### config.mk
export PLATFORM = sky130hd
export DESIGN_NAME = cookie_header_recognizer_top_flat
export DESIGN_NICKNAME = d
export VERILOG_FILES = /design/src/rtl/chr_pkg.sv /design/src/rtl/chr_if.sv /design/src/rtl/cookie_header_recognizer_top.sv /design/src/rtl/chr_class.sv /design/src/rtl/chr_parse.sv /design/src/flat_wrapper.sv
export SDC_FILE = /design/constraint.sdc
export NUM_CORES = 1
export LEC_CHECK = 0
export ABC_AREA = 1
export BUFFER_PORTS_ARGS = -buffer_cell sky130_fd_sc_hd__buf_4
export CELL_PAD_IN_SITES_DETAIL_PLACEMENT = 1
export CELL_PAD_IN_SITES_GLOBAL_PLACEMENT = 2
export CORE_MARGIN = 1.5
export CORE_UTILIZATION = 34
export DETAILED_ROUTE_END_ITERATION = 6
export GPL_ROUTABILITY_DRIVEN = 1
export PLACE_DENSITY = 0.86
export SETUP_SLACK_MARGIN = 0.2
export SYNTH_ARGS = -nofsm -noshare
export SYNTH_HDL_FRONTEND = slang
export SYNTH_SLANG_ARGS = --single-unit
### constraint.sdc
create_clock -name clock -period 3.8 [get_ports clock]
set_input_delay 0.19 -clock clock [delete_from_list [all_inputs] [get_ports clock]]
set_output_delay 0.19 -clock clock [all_outputs]
set_load 0.05 [all_outputs]
### src/rtl/chr_pkg.sv
// Shared types, constants and helper functions for the cookie header recognizer.
// Depends on nothing; imported by the top level, chr_class and chr_parse.
package chr_pkg;

   // Saturation widths for the byte counter and the pair counter.
   localparam int LENGTH_BITS = 16;
   localparam int COUNT_BITS  = 8;

   // Characters the grammar looks for.
   localparam logic [7:0] CH_TAB      = 8'd9;
   localparam logic [7:0] CH_SPACE    = 8'd32;
   localparam logic [7:0] CH_BANG     = 8'd33;
   localparam logic [7:0] CH_QUOTE    = 8'd34;
   localparam logic [7:0] CH_COMMA    = 8'd44;
   localparam logic [7:0] CH_COLON    = 8'd58;
   localparam logic [7:0] CH_SEMI     = 8'd59;
   localparam logic [7:0] CH_EQUAL    = 8'd61;
   localparam logic [7:0] CH_LBRACKET = 8'd91;
   localparam logic [7:0] CH_BSLASH   = 8'd92;
   localparam logic [7:0] CH_RBRACKET = 8'd93;
   localparam logic [7:0] CH_TILDE    = 8'd126;
   localparam logic [7:0] CASE_BIT    = 8'h20;

   // Character classes of one header byte.
   typedef struct packed {
      logic       ws;      // space or tab
      logic       space;   // space only
      logic       tchar;   // token character
      logic       octet;   // cookie octet
      logic       colon;
      logic       semi;
      logic       equal;
      logic       quote;
      logic [7:0] lower;   // byte with the case bit forced on
   } chr_class_type;

   // One result item.
   typedef struct packed {
      logic                  accepted;
      logic [COUNT_BITS-1:0] pairs;
      logic [LENGTH_BITS-1:0] length;
   } chr_result_type;

   // Lower-case letters of the leading word "cookie".
   function automatic logic [7:0] word_letter(input logic [2:0] idx);
      logic [7:0] letter;
      case (idx)
         3'd0:    letter = 8'h63; // c
         3'd1:    letter = 8'h6f; // o
         3'd2:    letter = 8'h6f; // o
         3'd3:    letter = 8'h6b; // k
         3'd4:    letter = 8'h69; // i
         3'd5:    letter = 8'h65; // e
         default: letter = 8'h00;
      endcase
      return letter;
   endfunction

endpackage

### src/rtl/chr_if.sv
// Valid/ready channel interfaces for header bytes and recognition results.
// Depends on nothing; used by the top level of the cookie header recognizer.
interface chr_req_if;
   logic       valid;
   logic       ready;
   logic [7:0] header_byte;
   logic       is_final;

   modport source (output valid, output header_byte, output is_final, input ready);
   modport sink (input valid, input header_byte, input is_final, output ready);
endinterface

interface chr_rsp_if;
   logic        valid;
   logic        ready;
   logic        accepted;
   logic [7:0]  pair_count;
   logic [15:0] header_length;

   modport source (output valid, output accepted, output pair_count,
                   output header_length, input ready);
   modport sink (input valid, input accepted, input pair_count,
                 input header_length, output ready);
endinterface

### src/rtl/cookie_header_recognizer_top.sv
// A final byte is first held in the input register; once the parser takes it, the parser
// loads the result register, which then offers the result.
// Throughput: one byte per cycle, set by the single-pass grammar state machine; a final
// byte waits only while a previous result is still held. Reset (synchronous, active
// high) empties both registers and returns the parser to the start of the leading word
// with zeroed counters. Depends on chr_pkg, chr_if, chr_class and chr_parse.
module cookie_header_recognizer_top (
   input logic        clock,
   input logic        reset,
   chr_req_if.sink    req_port,
   chr_rsp_if.source  rsp_port
);
   import chr_pkg::*;

   logic           in_valid_ff, in_valid_in;
   logic [7:0]     in_byte_ff;
   logic           in_final_ff;
   logic           req_fire;
   logic           take;
   chr_class_type  cls;
   chr_result_type result;

   // Input register accepts a new byte whenever it is empty or the parser drains the current one.
   assign req_port.ready = !in_valid_ff || take;
   assign req_fire       = req_port.valid && req_port.ready;
   assign in_valid_in    = req_fire || (in_valid_ff && !take);

   always_ff @(posedge clock) begin
      if (reset) begin
         in_valid_ff <= 1'b0;
      end else begin
         in_valid_ff <= in_valid_in;
      end
   end

   always_ff @(posedge clock) begin
      if (req_fire) begin
         in_byte_ff  <= req_port.header_byte;
         in_final_ff <= req_port.is_final;
      end
   end

   // Character classes of the held byte.
   chr_class u_class (
      .header_byte (in_byte_ff),
      .cls         (cls)
   );

   // Grammar check and result register.
   chr_parse u_parse (
      .clock     (clock),
      .reset     (reset),
      .in_valid  (in_valid_ff),
      .in_final  (in_final_ff),
      .cls       (cls),
      .take      (take),
      .rsp_ready (rsp_port.ready),
      .rsp_valid (rsp_port.valid),
      .result    (result)
   );

   // Result transfer payload.
   assign rsp_port.accepted      = result.accepted;
   assign rsp_port.pair_count    = 8'(result.pairs);
   assign rsp_port.header_length = 16'(result.length);

endmodule

### src/rtl/chr_class.sv
// Character classifier: sorts one header byte into the classes the grammar uses.
// Depends on chr_pkg.
module chr_class (
   input  logic [7:0]            header_byte,
   output chr_pkg::chr_class_type cls
);
   import chr_pkg::*;

   logic is_alpha;
   logic is_digit;
   logic is_special;

   // Letters, digits and the token punctuation set.
   assign is_alpha = ((header_byte >= 8'h61) && (header_byte <= 8'h7a)) ||
                     ((header_byte >= 8'h41) && (header_byte <= 8'h5a));
   assign is_digit = (header_byte >= 8'h30) && (header_byte <= 8'h39);

   always_comb begin
      case (header_byte)
         8'h21, 8'h23, 8'h24, 8'h25, 8'h26, 8'h27, 8'h2a, 8'h2b,
         8'h2d, 8'h2e, 8'h5e, 8'h5f, 8'h60, 8'h7c, 8'h7e: is_special = 1'b1;
         default: is_special = 1'b0;
      endcase
   end

   // Class flags handed to the parser.
   always_comb begin
      cls.space = (header_byte == CH_SPACE);
      cls.ws    = (header_byte == CH_SPACE) || (header_byte == CH_TAB);
      cls.tchar = is_alpha || is_digit || is_special;
      cls.octet = (header_byte == CH_BANG) ||
                  ((header_byte > CH_QUOTE) && (header_byte < CH_COMMA)) ||
                  ((header_byte > CH_COMMA) && (header_byte <= CH_COLON)) ||
                  ((header_byte > CH_SEMI) && (header_byte <= CH_LBRACKET)) ||
                  ((header_byte >= CH_RBRACKET) && (header_byte <= CH_TILDE));
      cls.colon = (header_byte == CH_COLON);
      cls.semi  = (header_byte == CH_SEMI);
      cls.equal = (header_byte == CH_EQUAL);
      cls.quote = (header_byte == CH_QUOTE);
      cls.lower = header_byte | CASE_BIT;
   end

endmodule

### src/rtl/chr_parse.sv
// Grammar state machine, byte and pair counters, and the result register.
// Depends on chr_pkg; fed by chr_class through the top-level input register.
module chr_parse (
   input  logic                    clock,
   input  logic                    reset,
   input  logic                    in_valid,
   input  logic                    in_final,
   input  chr_pkg::chr_class_type  cls,
   output logic                    take,
   input  logic                    rsp_ready,
   output logic                    rsp_valid,
   output chr_pkg::chr_result_type result
);
   import chr_pkg::*;

   // Phase codes; values below PH_COLON index the letters of "cookie".
   localparam logic [3:0] PH_WORD       = 4'd0;
   localparam logic [3:0] PH_COLON      = 4'd6;
   localparam logic [3:0] PH_LEAD_WS    = 4'd7;
   localparam logic [3:0] PH_NAME       = 4'd8;
   localparam logic [3:0] PH_VAL_START  = 4'd9;
   localparam logic [3:0] PH_VAL_PLAIN  = 4'd10;
   localparam logic [3:0] PH_VAL_QUOTED = 4'd11;
   localparam logic [3:0] PH_VAL_CLOSED = 4'd12;
   localparam logic [3:0] PH_SEP        = 4'd13;
   localparam logic [3:0] PH_PAIR_START = 4'd14;
   localparam logic [3:0] PH_TRAIL_WS   = 4'd15;

   localparam logic [COUNT_BITS-1:0]  CNT_MAX = '1;
   localparam logic [LENGTH_BITS-1:0] LEN_MAX = '1;

   logic [3:0]             phase_ff, phase_in, phase_adv;
   logic                   rej_ff, rej_in, rej_adv;
   logic [COUNT_BITS-1:0]  pairs_ff, pairs_in, pairs_next;
   logic [LENGTH_BITS-1:0] pos_ff, pos_in, pos_next;
   logic                   rsp_valid_ff, rsp_valid_in;
   chr_result_type         result_ff, result_in;
   logic                   adv_inc;
   logic                   fin_inc;
   logic                   fin_ok;
   logic                   pair_inc;
   logic                   fire_final;

   // A byte moves on unless it is the final one and the result slot is still full.
   assign take       = in_valid && (!in_final || !rsp_valid_ff || rsp_ready);
   assign fire_final = take && in_final;

   // Next phase for one byte; an error is sticky until the header ends.
   always_comb begin
      phase_adv = phase_ff;
      rej_adv   = rej_ff;
      adv_inc   = 1'b0;
      if (!rej_ff) begin
         if (phase_ff < PH_COLON) begin
            if (cls.lower == word_letter(phase_ff[2:0])) begin
               phase_adv = phase_ff + 4'd1;
            end else begin
               rej_adv = 1'b1;
            end
         end else begin
            case (phase_ff)
               PH_COLON: begin
                  if (cls.colon) phase_adv = PH_LEAD_WS;
                  else rej_adv = 1'b1;
               end
               PH_LEAD_WS: begin
                  if (cls.tchar) phase_adv = PH_NAME;
                  else if (!cls.ws) rej_adv = 1'b1;
               end
               PH_NAME: begin
                  if (cls.equal) phase_adv = PH_VAL_START;
                  else if (!cls.tchar) rej_adv = 1'b1;
               end
               PH_VAL_START, PH_VAL_PLAIN: begin
                  if (cls.quote && (phase_ff == PH_VAL_START)) begin
                     phase_adv = PH_VAL_QUOTED;
                  end else if (cls.octet) begin
                     phase_adv = PH_VAL_PLAIN;
                  end else if (cls.semi) begin
                     adv_inc   = 1'b1;
                     phase_adv = PH_SEP;
                  end else if (cls.ws) begin
                     adv_inc   = 1'b1;
                     phase_adv = PH_TRAIL_WS;
                  end else begin
                     rej_adv = 1'b1;
                  end
               end
               PH_VAL_QUOTED: begin
                  if (cls.quote) begin
                     adv_inc   = 1'b1;
                     phase_adv = PH_VAL_CLOSED;
                  end else if (!cls.octet) begin
                     rej_adv = 1'b1;
                  end
               end
               PH_VAL_CLOSED: begin
                  if (cls.semi) phase_adv = PH_SEP;
                  else if (cls.ws) phase_adv = PH_TRAIL_WS;
                  else rej_adv = 1'b1;
               end
               PH_SEP: begin
                  if (cls.space) phase_adv = PH_PAIR_START;
                  else rej_adv = 1'b1;
               end
               PH_PAIR_START: begin
                  if (cls.tchar) phase_adv = PH_NAME;
                  else rej_adv = 1'b1;
               end
               PH_TRAIL_WS: begin
                  if (!cls.ws) rej_adv = 1'b1;
               end
               default: begin
                  rej_adv = 1'b1;
               end
            endcase
         end
      end
   end

   // End-of-header verdict; an unquoted or empty value still open counts as a pair.
   assign fin_inc  = !rej_adv && ((phase_adv == PH_VAL_START) || (phase_adv == PH_VAL_PLAIN));
   assign fin_ok   = fin_inc || (!rej_adv &&
                     ((phase_adv == PH_VAL_CLOSED) || (phase_adv == PH_TRAIL_WS)));
   assign pair_inc = adv_inc || (in_final && fin_inc);

   // Saturating counters.
   assign pairs_next = (pair_inc && (pairs_ff != CNT_MAX)) ? pairs_ff + 1'b1 : pairs_ff;
   assign pos_next   = (pos_ff != LEN_MAX) ? pos_ff + 1'b1 : pos_ff;

   // State update: a final byte loads the result and returns the parser to reset.
   always_comb begin
      phase_in     = phase_ff;
      rej_in       = rej_ff;
      pairs_in     = pairs_ff;
      pos_in       = pos_ff;
      result_in    = result_ff;
      rsp_valid_in = rsp_valid_ff && !rsp_ready;
      if (take) begin
         if (in_final) begin
            phase_in           = PH_WORD;
            rej_in             = 1'b0;
            pairs_in           = '0;
            pos_in             = '0;
            result_in.accepted = fin_ok;
            result_in.pairs    = pairs_next;
            result_in.length   = pos_next;
            rsp_valid_in       = 1'b1;
         end else begin
            phase_in = phase_adv;
            rej_in   = rej_adv;
            pairs_in = pairs_next;
            pos_in   = pos_next;
         end
      end
   end

   // Control registers.
   always_ff @(posedge clock) begin
      if (reset) begin
         phase_ff     <= PH_WORD;
         rej_ff       <= 1'b0;
         pairs_ff     <= '0;
         pos_ff       <= '0;
         rsp_valid_ff <= 1'b0;
      end else begin
         phase_ff     <= phase_in;
         rej_ff       <= rej_in;
         pairs_ff     <= pairs_in;
         pos_ff       <= pos_in;
         rsp_valid_ff <= rsp_valid_in;
      end
   end

   // Result payload register.
   always_ff @(posedge clock) begin
      result_ff <= result_in;
   end

   assign rsp_valid = rsp_valid_ff;
   assign result    = result_ff;

   // The parser is back at its reset state after every final byte.
   a_reset_after_final: assert property (@(posedge clock) disable iff (reset)
      fire_final |=> (phase_ff == PH_WORD) && !rej_ff && (pairs_ff == '0) && (pos_ff == '0))
      else $error("parser state not cleared after final byte");

   // A result only appears because a final byte was taken.
   a_result_source: assert property (@(posedge clock) disable iff (reset)
      $rose(rsp_valid_ff) |-> $past(fire_final))
      else $error("result raised without a final byte");

   // An accepted header always carries at least one pair.
   a_accept_pairs: assert property (@(posedge clock) disable iff (reset)
      (rsp_valid_ff && result_ff.accepted) |-> (result_ff.pairs != '0))
      else $error("accepted header with no pairs");

   // An error stays set until the header ends.
   a_reject_sticky: assert property (@(posedge clock) disable iff (reset)
      (rej_ff && !fire_final) |=> rej_ff)
      else $error("reject flag cleared inside a header");

endmodule
### src/flat_wrapper.sv
// flat-port wrapper written by rule: the top's interface ports become plain ports
module cookie_header_recognizer_top_flat import chr_pkg::*;
  (clock, reset, req_port_valid, req_port_header_byte, req_port_is_final, req_port_ready, rsp_port_valid, rsp_port_accepted, rsp_port_pair_count, rsp_port_header_length, rsp_port_ready);
  chr_req_if req_port_i ();
  chr_rsp_if rsp_port_i ();
  input logic clock;
  input logic reset;
  input wire logic [$bits(req_port_i.valid)-1:0] req_port_valid;
  input wire logic [$bits(req_port_i.header_byte)-1:0] req_port_header_byte;
  input wire logic [$bits(req_port_i.is_final)-1:0] req_port_is_final;
  output wire logic [$bits(req_port_i.ready)-1:0] req_port_ready;
  output wire logic [$bits(rsp_port_i.valid)-1:0] rsp_port_valid;
  output wire logic [$bits(rsp_port_i.accepted)-1:0] rsp_port_accepted;
  output wire logic [$bits(rsp_port_i.pair_count)-1:0] rsp_port_pair_count;
  output wire logic [$bits(rsp_port_i.header_length)-1:0] rsp_port_header_length;
  input wire logic [$bits(rsp_port_i.ready)-1:0] rsp_port_ready;
  assign req_port_i.valid = req_port_valid;
  assign req_port_i.header_byte = req_port_header_byte;
  assign req_port_i.is_final = req_port_is_final;
  assign req_port_ready = req_port_i.ready;
  assign rsp_port_valid = rsp_port_i.valid;
  assign rsp_port_accepted = rsp_port_i.accepted;
  assign rsp_port_pair_count = rsp_port_i.pair_count;
  assign rsp_port_header_length = rsp_port_i.header_length;
  assign rsp_port_i.ready = rsp_port_ready;
  cookie_header_recognizer_top u_core (.clock(clock), .reset(reset), .req_port(req_port_i), .rsp_port(rsp_port_i));
endmodule
# --- Word-level counts from Yosys, hierarchy flattened ---
# Cells that the tools add are included.
word_totals:
  register_bits: 65
  inputBits: 13
  out_inout_bits: 27
  word_cells: 164
op_classes:
  add_sub_neg: 3
  n_lt_le_gt_ge: 15
  n_eq_ne: 43
  n_mux: 48
  n_reduce_logical: 44
op_table:
  columns: ["op", "n"]
  rows:
  - ["$eq A8 B6 Y1 const B", 15]
  - ["$mux W4", 13]
  - ["$eq A4 B4 Y1 const B", 12]
  - ["$eq A8 B7 Y1 const B", 5]
  - ["$pmux W7 S5", 1]
  - ["$le A8 B7 Y1 const B", 4]
  - ["$mux W16", 2]
  - ["$mux W8", 4]
  - ["$pmux W4 S7", 1]
  - ["$mux W1", 25]
  - ["$ge A8 B7 Y1 const B", 3]
  - ["$gt A8 B6 Y1 const B", 3]
  - ["$add A16 B1 Y16 const B", 1]
  - ["$le A8 B6 Y1 const B", 2]
  - ["$logic_and A1 B1 Y1", 16]
  - ["$logic_or A1 B1 Y1", 16]
  - ["$ne A16 B16 Y1 const B", 1]
  - ["$reduce_or A15 Y1", 1]
  - ["$pmux W1 S9", 1]
  - ["$add A8 B1 Y8 const B", 1]
  - ["$eq A4 B3 Y1 const B", 2]
  - ["$eq A8 B4 Y1 const B", 1]
  - ["$eq A8 B8 Y1", 1]
  - ["$ge A8 B6 Y1 const B", 1]
  - ["other kinds (12)", 21]

# --- Logic depth before layout (Yosys ltp) ---
depth:
  depth_word: 19
  ltp_mapped: 26
  ltp_nobuf: 25

# --- Modules after synthesis ---
# From an unflattened synthesis, not the netlist that was laid out.
unflattened:
  hier_cells: 562
  area_unflattened_um2: 4129.0
by_module_without_submodules:
  columns: ["mod", "n_inst", "cells_each", "area_per_inst_um2", "seq_area_each_um2"]
  rows:
  - ["chr_parse", 1, 455, 3363.2, 1351.3]
  - ["chr_class", 1, 92, 447.9, 0.0]
  - ["cookie_header_recognizer_top", 1, 15, 317.8, 290.3]

# --- Worst setup path after synthesis ---
# No wires, ideal clock.
synth_timing:
  kind: "reg2reg"
  startpoint: "register u_core.u_parse.phase_ff[1]"
  endpoint: "register u_core.u_parse.result_ff, in the netlist u_core.u_parse.result[17] (data pin)"
  setup_ns: 0.255
  arrival_time_ns: 2.426
  t_required_ns: 3.545
  path_slack_ns: 1.120
  stages_incl_launch_ff: 20
  n_path_buf: 1
  synth_period_minus_slack_ns: 2.680
  path_cell_list: "dfxtp_1 clkbuf_1 inv_1 ha_1 a21oi_1 o211ai_1 o21ai_1 nand2_1 nor2_4 nand2_1 nand3_1 nand2_1 o21bai_4 nand2_2 nand2_1 nand2_1 nand3_2 nand2_4 nand3b_1 and2_1"
synth_via:
  elab_chain_cells: 16
  elab_cells_between_ends: 57
  cone_classes: "add/sub: 1; order compare: 1; eq/ne: 18; mux: 26; reduce/logical: 11"
synth_lines:
  columns: ["element", "line", "text"]
  rows:
  - ["start, declared", "chr_parse.sv:32", "logic [3:0] phase_ff, phase_in, phase_adv;"]
  - ["start signal, assigned", "chr_parse.sv:167", "phase_ff <= phase_in;"]
  - ["$eq A3 B2 Y1 / $eq A3 B1 Y1 (equally long branches)", "chr_pkg.sv:47", "case (idx)"]
  - ["$reduce_or A2 Y1 (no source line)", null, null]
  - ["$pmux W7 S5", "chr_pkg.sv:47", null]
  - ["$mux W8", "chr_parse.sv:54", "if (phase_ff < PH_COLON) begin"]
  - ["$mux W8", "chr_parse.sv:53", "if (!rej_ff) begin"]
  - ["$eq A8 B8 Y1", "chr_parse.sv:55", "if (cls.lower == word_letter(phase_ff[2:0])) begin"]
  - ["$mux W4", "chr_parse.sv:55", null]
  - ["$mux W4", "chr_parse.sv:54", null]
  - ["$mux W4", "chr_parse.sv:53", null]
  - ["$eq A4 B4 Y1", "chr_parse.sv:122", "assign fin_inc = !rej_adv && ((phase_adv == PH_VAL_START) || (phase_adv == PH_VAL_PLAIN));"]
  - ["$logic_or A1 B1 Y1", "chr_parse.sv:122", null]
  - ["$logic_and A1 B1 Y1", "chr_parse.sv:122", null]
  - ["$logic_and A1 B1 Y1", "chr_parse.sv:125", "assign pair_inc = adv_inc || (in_final && fin_inc);"]
  - ["$logic_or A1 B1 Y1 (*)", "chr_parse.sv:125", null]
  - ["$logic_and A1 B1 Y1 (*)", "chr_parse.sv:128", "assign pairs_next = (pair_inc && (pairs_ff != CNT_MAX)) ? pairs_ff + 1'b1 : pairs_ff;"]
  - ["$mux W8 (*)", "chr_parse.sv:128", null]
  - ["named net u_core.u_parse.pairs_next[1]", "chr_parse.sv:34", "logic [COUNT_BITS-1:0] pairs_ff, pairs_in, pairs_next;"]
  - ["end signal, assigned", "chr_parse.sv:177", "result_ff <= result_in;"]
  - ["end, declared", "chr_parse.sv:37", "chr_result_type result_ff, result_in;"]
# Mark *: on every way through the listed nets, which the timed path passes. The rest lies on a longest branch. The select of a mux whose other input is x is not followed.
# A chain may end at the register's enable or synchronous reset.

# --- Worst setup path after layout ---
# Ends and elaborated chain as after synthesis.

==> results.yml <==
timing:
  max_freq_mhz: 316.8
  rsz0062_at_grt: "no"
  report.final.slew_viol_count: 0
  min_period_over_period_pct: 83.07
  clock_skew_ns: 0.004821
  relSlewSlack_pct: 26.16
  holdWs_ns: 0.03242
  tns_ns: 0
  tightestPinTransition_ns: 1.106
  setup_viol: 0
  period_needed_ns: 3.157
  hold_viol: 0
  finalWorstSetupSlack_ns: 0.6432
clock_tree:
  cts.path.max_buffers: 2
  ctsHoldBuffers: 0
  cts_buffers: 9
  clk_root_buffer_cell: "clkbuf_16"
  insertion_delay_ns: 0.33
  clkSlewWorstSetupHoldPaths_ns: 0.06
  tritoncts: "done"
  htree_levels: 3
  clock_sinks: 65
power:
  swShare_pct: 21.35
  pwr-share-seq_pct: 40.3
  power_per_cell_area_mw_per_mm2: 381.6
  cellLeakagePower_uw: 0.002149
  p_int_uw: 1491
  ir_drop_mv: 0.3015
  pwr-share-clk_pct: 53.2
  p_sw_uw: 404.6
  p_comb_share_pct: 6.6
yosys:
  yosysSeqAreaShare_pct: 39.43
  syn_avg_cell_area_sq_um: 7.044
  syn_inst: 591
  yosys_warnings: 0
  synth_seq_cells: 65
  synth.distinct_cells: 39
  syn-num-nets: 611
  synth_area_sq_mm: 0.004163
routing:
  drt-initial-drc-count: 140
  drt-met1-wl_microns: 5077
  num_vias: 3937
  finalWirelength_microns: 11790
  wl_met3_microns: 306
  ant_nets: 0
  met2_length_microns: 6147
  highest_layer: "met4"
  drc: 0
  wl_per_cell_microns: 15.06
  drt_pass1_iterations: 4
  routed_via_density: 5.028
critical_path:
  regToRegEndpoint: "u_core.u_parse.result[17]"
  crit_top_cell: "nand2_1"
  path_cells: "inv_1 -> ha_1 -> inv_1 -> a21oi_1 -> nand2_1 -> inv_1 -> nor3_1 -> nand2_1 -> nor2_1 -> nor2_1 -> nand2_1 -> nor2_1 -> nand2_1 -> nand2_1 -> nand3_2 -> nor2_1 -> nand3_2 -> nand2_4 -> nand3b_1 -> and2_1"
  slowest_delay_ns: 0.39
  reg2reg_depth: 20
  arrival_ns: 3.24
  startpoint_type: "flop"
  crit_buf_inv: 3
  regToRegSetupSlack_ns: 0.64
  cp.depth: 20
  timing.rr.start: "u_core.u_parse.phase_ff[1]"
  critical_path_class: "reg2reg"
  crit_slowest_cell: "dfxtp_2"
  path_max_fanout: 11
  required_ns: 3.88
  end_kind: "flop"
  crit_family: "simple AND/OR/NAND/NOR gates"
placement:
  dp_slack_ns: 0.5480
  hpwl_microns: 8849
  place_area_sq_mm: 0.004598
  port_buffers: 39
  place_congestion: 0.8927
status:
  outcome: "complete, no violations"
min_path:
  min_path_cells: 1
  min_to: "u_core.in_byte_ff[7]"
  hp-class: "in2reg"
  hp-start: "req_port_header_byte[7]"
die:
  dieArea_sq_mm: 0.01292
  fp.dieH_microns: 113.7
  dieWidth_microns: 113.7
  start_util_pct: 34.80
  fp.coreArea_sq_mm: 0.01196
  std_cell_rows: 40
  io_pins: 40
finish:
  fill_cells: 1532
  fin_util_pct: 41.53
  drive_gt1_share_pct: 18.08
  final_common_cell: "nand2_1"
  finalInstanceArea_sq_mm: 0.004967
  area_delta_synth_final_pct: 19.33
  nets: 651
  antenna_cells: 0
  final_cell_mix: "nand2_1, inv_1, nor2_1"
grt:
  grt_use_total_pct: 19.48
  grt_max_degree: 31
  grt_pass1_vias: 4131
  grt_pass1_wl_microns: 19920
  grt_overflow: 0
  antenna_found_initial: 0
job:
  maxCapViolations: 0
[worst max path at each step]
stage | from | slack, ns | endpoint
2_1_floorplan | u_core.u_parse.phase_ff[1] | 1.12 | u_core.u_parse.result[17]
3_3_place_gp | u_core.u_parse.phase_ff[1] | 0.64 | u_core.u_parse.result[16]
3_5_place_dp | u_core.u_parse.phase_ff[1] | 0.55 | u_core.u_parse.result[17]
4_1_cts | u_core.u_parse.phase_ff[1] | 0.51 | u_core.u_parse.result[17]
5_1_grt | u_core.u_parse.phase_ff[1] | 0.29 | u_core.u_parse.result[17]
6_report | u_core.u_parse.phase_ff[1] | 0.64 | u_core.u_parse.result[17]
[logic make-up (layout without fill, tap and decap cells)]
group           after synthesis  in the layout  synth area share [%]
compound gates               70             70                 9.739
xor+xnor                     13             13                 2.735
fa+ha+maj                     7              7                 2.104
buf+inv                      85            130                 8.025
flops                        65             65                 39.44
simple gates                351            351                 37.96
[synthesized netlist by cell type (all sizes together)]
library cell	count	share of area, %
nand2	210	20
nor4	2	0.30
nand4	7	1.1
a21oi	47	6.1
or3b	1	0.21
or2	1	0.15
xnor2	3	0.63
inv	72	6.5
edfxtp	34	25
o22ai	1	0.15
buf	5	0.81
o21ai	12	1.4
nand3b	3	0.54
nand3	42	5.4
nor3	14	1.9
a31oi	2	0.30
clkbuf	8	0.72
nor2	65	7.1
and3	1	0.15
ha	7	2.1
dfxtp	31	15
xor2	10	2.1
and2	4	0.60
a31o	1	0.21
nor3b	1	0.18
o211ai	5	0.90
o21bai	2	0.63
[per-stage QoR]
stage	total power, uW	std cells
final	1895	783
after global routing	1966	783
after CTS	1922	783
after detailed placement	903.3	767
after global placement	901.1	767
after floorplan	860.0	591
[per-layer routing]
layer / track usage (%) / up-vias
li1: - / 1976
met1: 22.37 / 1881
met2: 36.14 / 57
met3: 3.135 / 23
met4: 7.500 / 0
met5: 0 / -
[flip-flops by register name (all words and copies together) (netlist names)]
name	count
u_core.in_valid_ff	1
u_core.u_parse.rej_ff	1
u_core.u_parse.pos_ff	16
u_core.u_parse.result	25
u_core.in_final_ff	1
u_core.u_parse.pairs_ff	8
u_core.u_parse.rsp_valid	1
u_core.in_byte_ff	8
u_core.u_parse.phase_ff	4
[final cells by class]
type	count	area [sq um]	area share [%]
Clock buffer	9	225.2	4.534
Clock inverter	7	142.6	2.872
Inverter	72	270.3	5.441
Multi-Input combinational cell	441	2187	44.03
Sequential cell	65	1643	33.07
Tap cell	147	183.9	3.703
Timing Repair Buffer	42	315.3	6.348
[power groups by stage]
stage	Combinational, uW	Sequential [uW]	Clock, uW
floorplan	78.7	781	0
global placement	123	778	0
detailed placement	125	778	0
CTS	126	763	1030
global route	138	765	1060
finish	124	764	1010
[repair_timing]
action | in CTS | in global routing
buffers inserted | 0 | 0
setup endpoints to repair | 0 | 7
gates resized for setup | 0 | 1
Power figures use the tool's default switching activity.
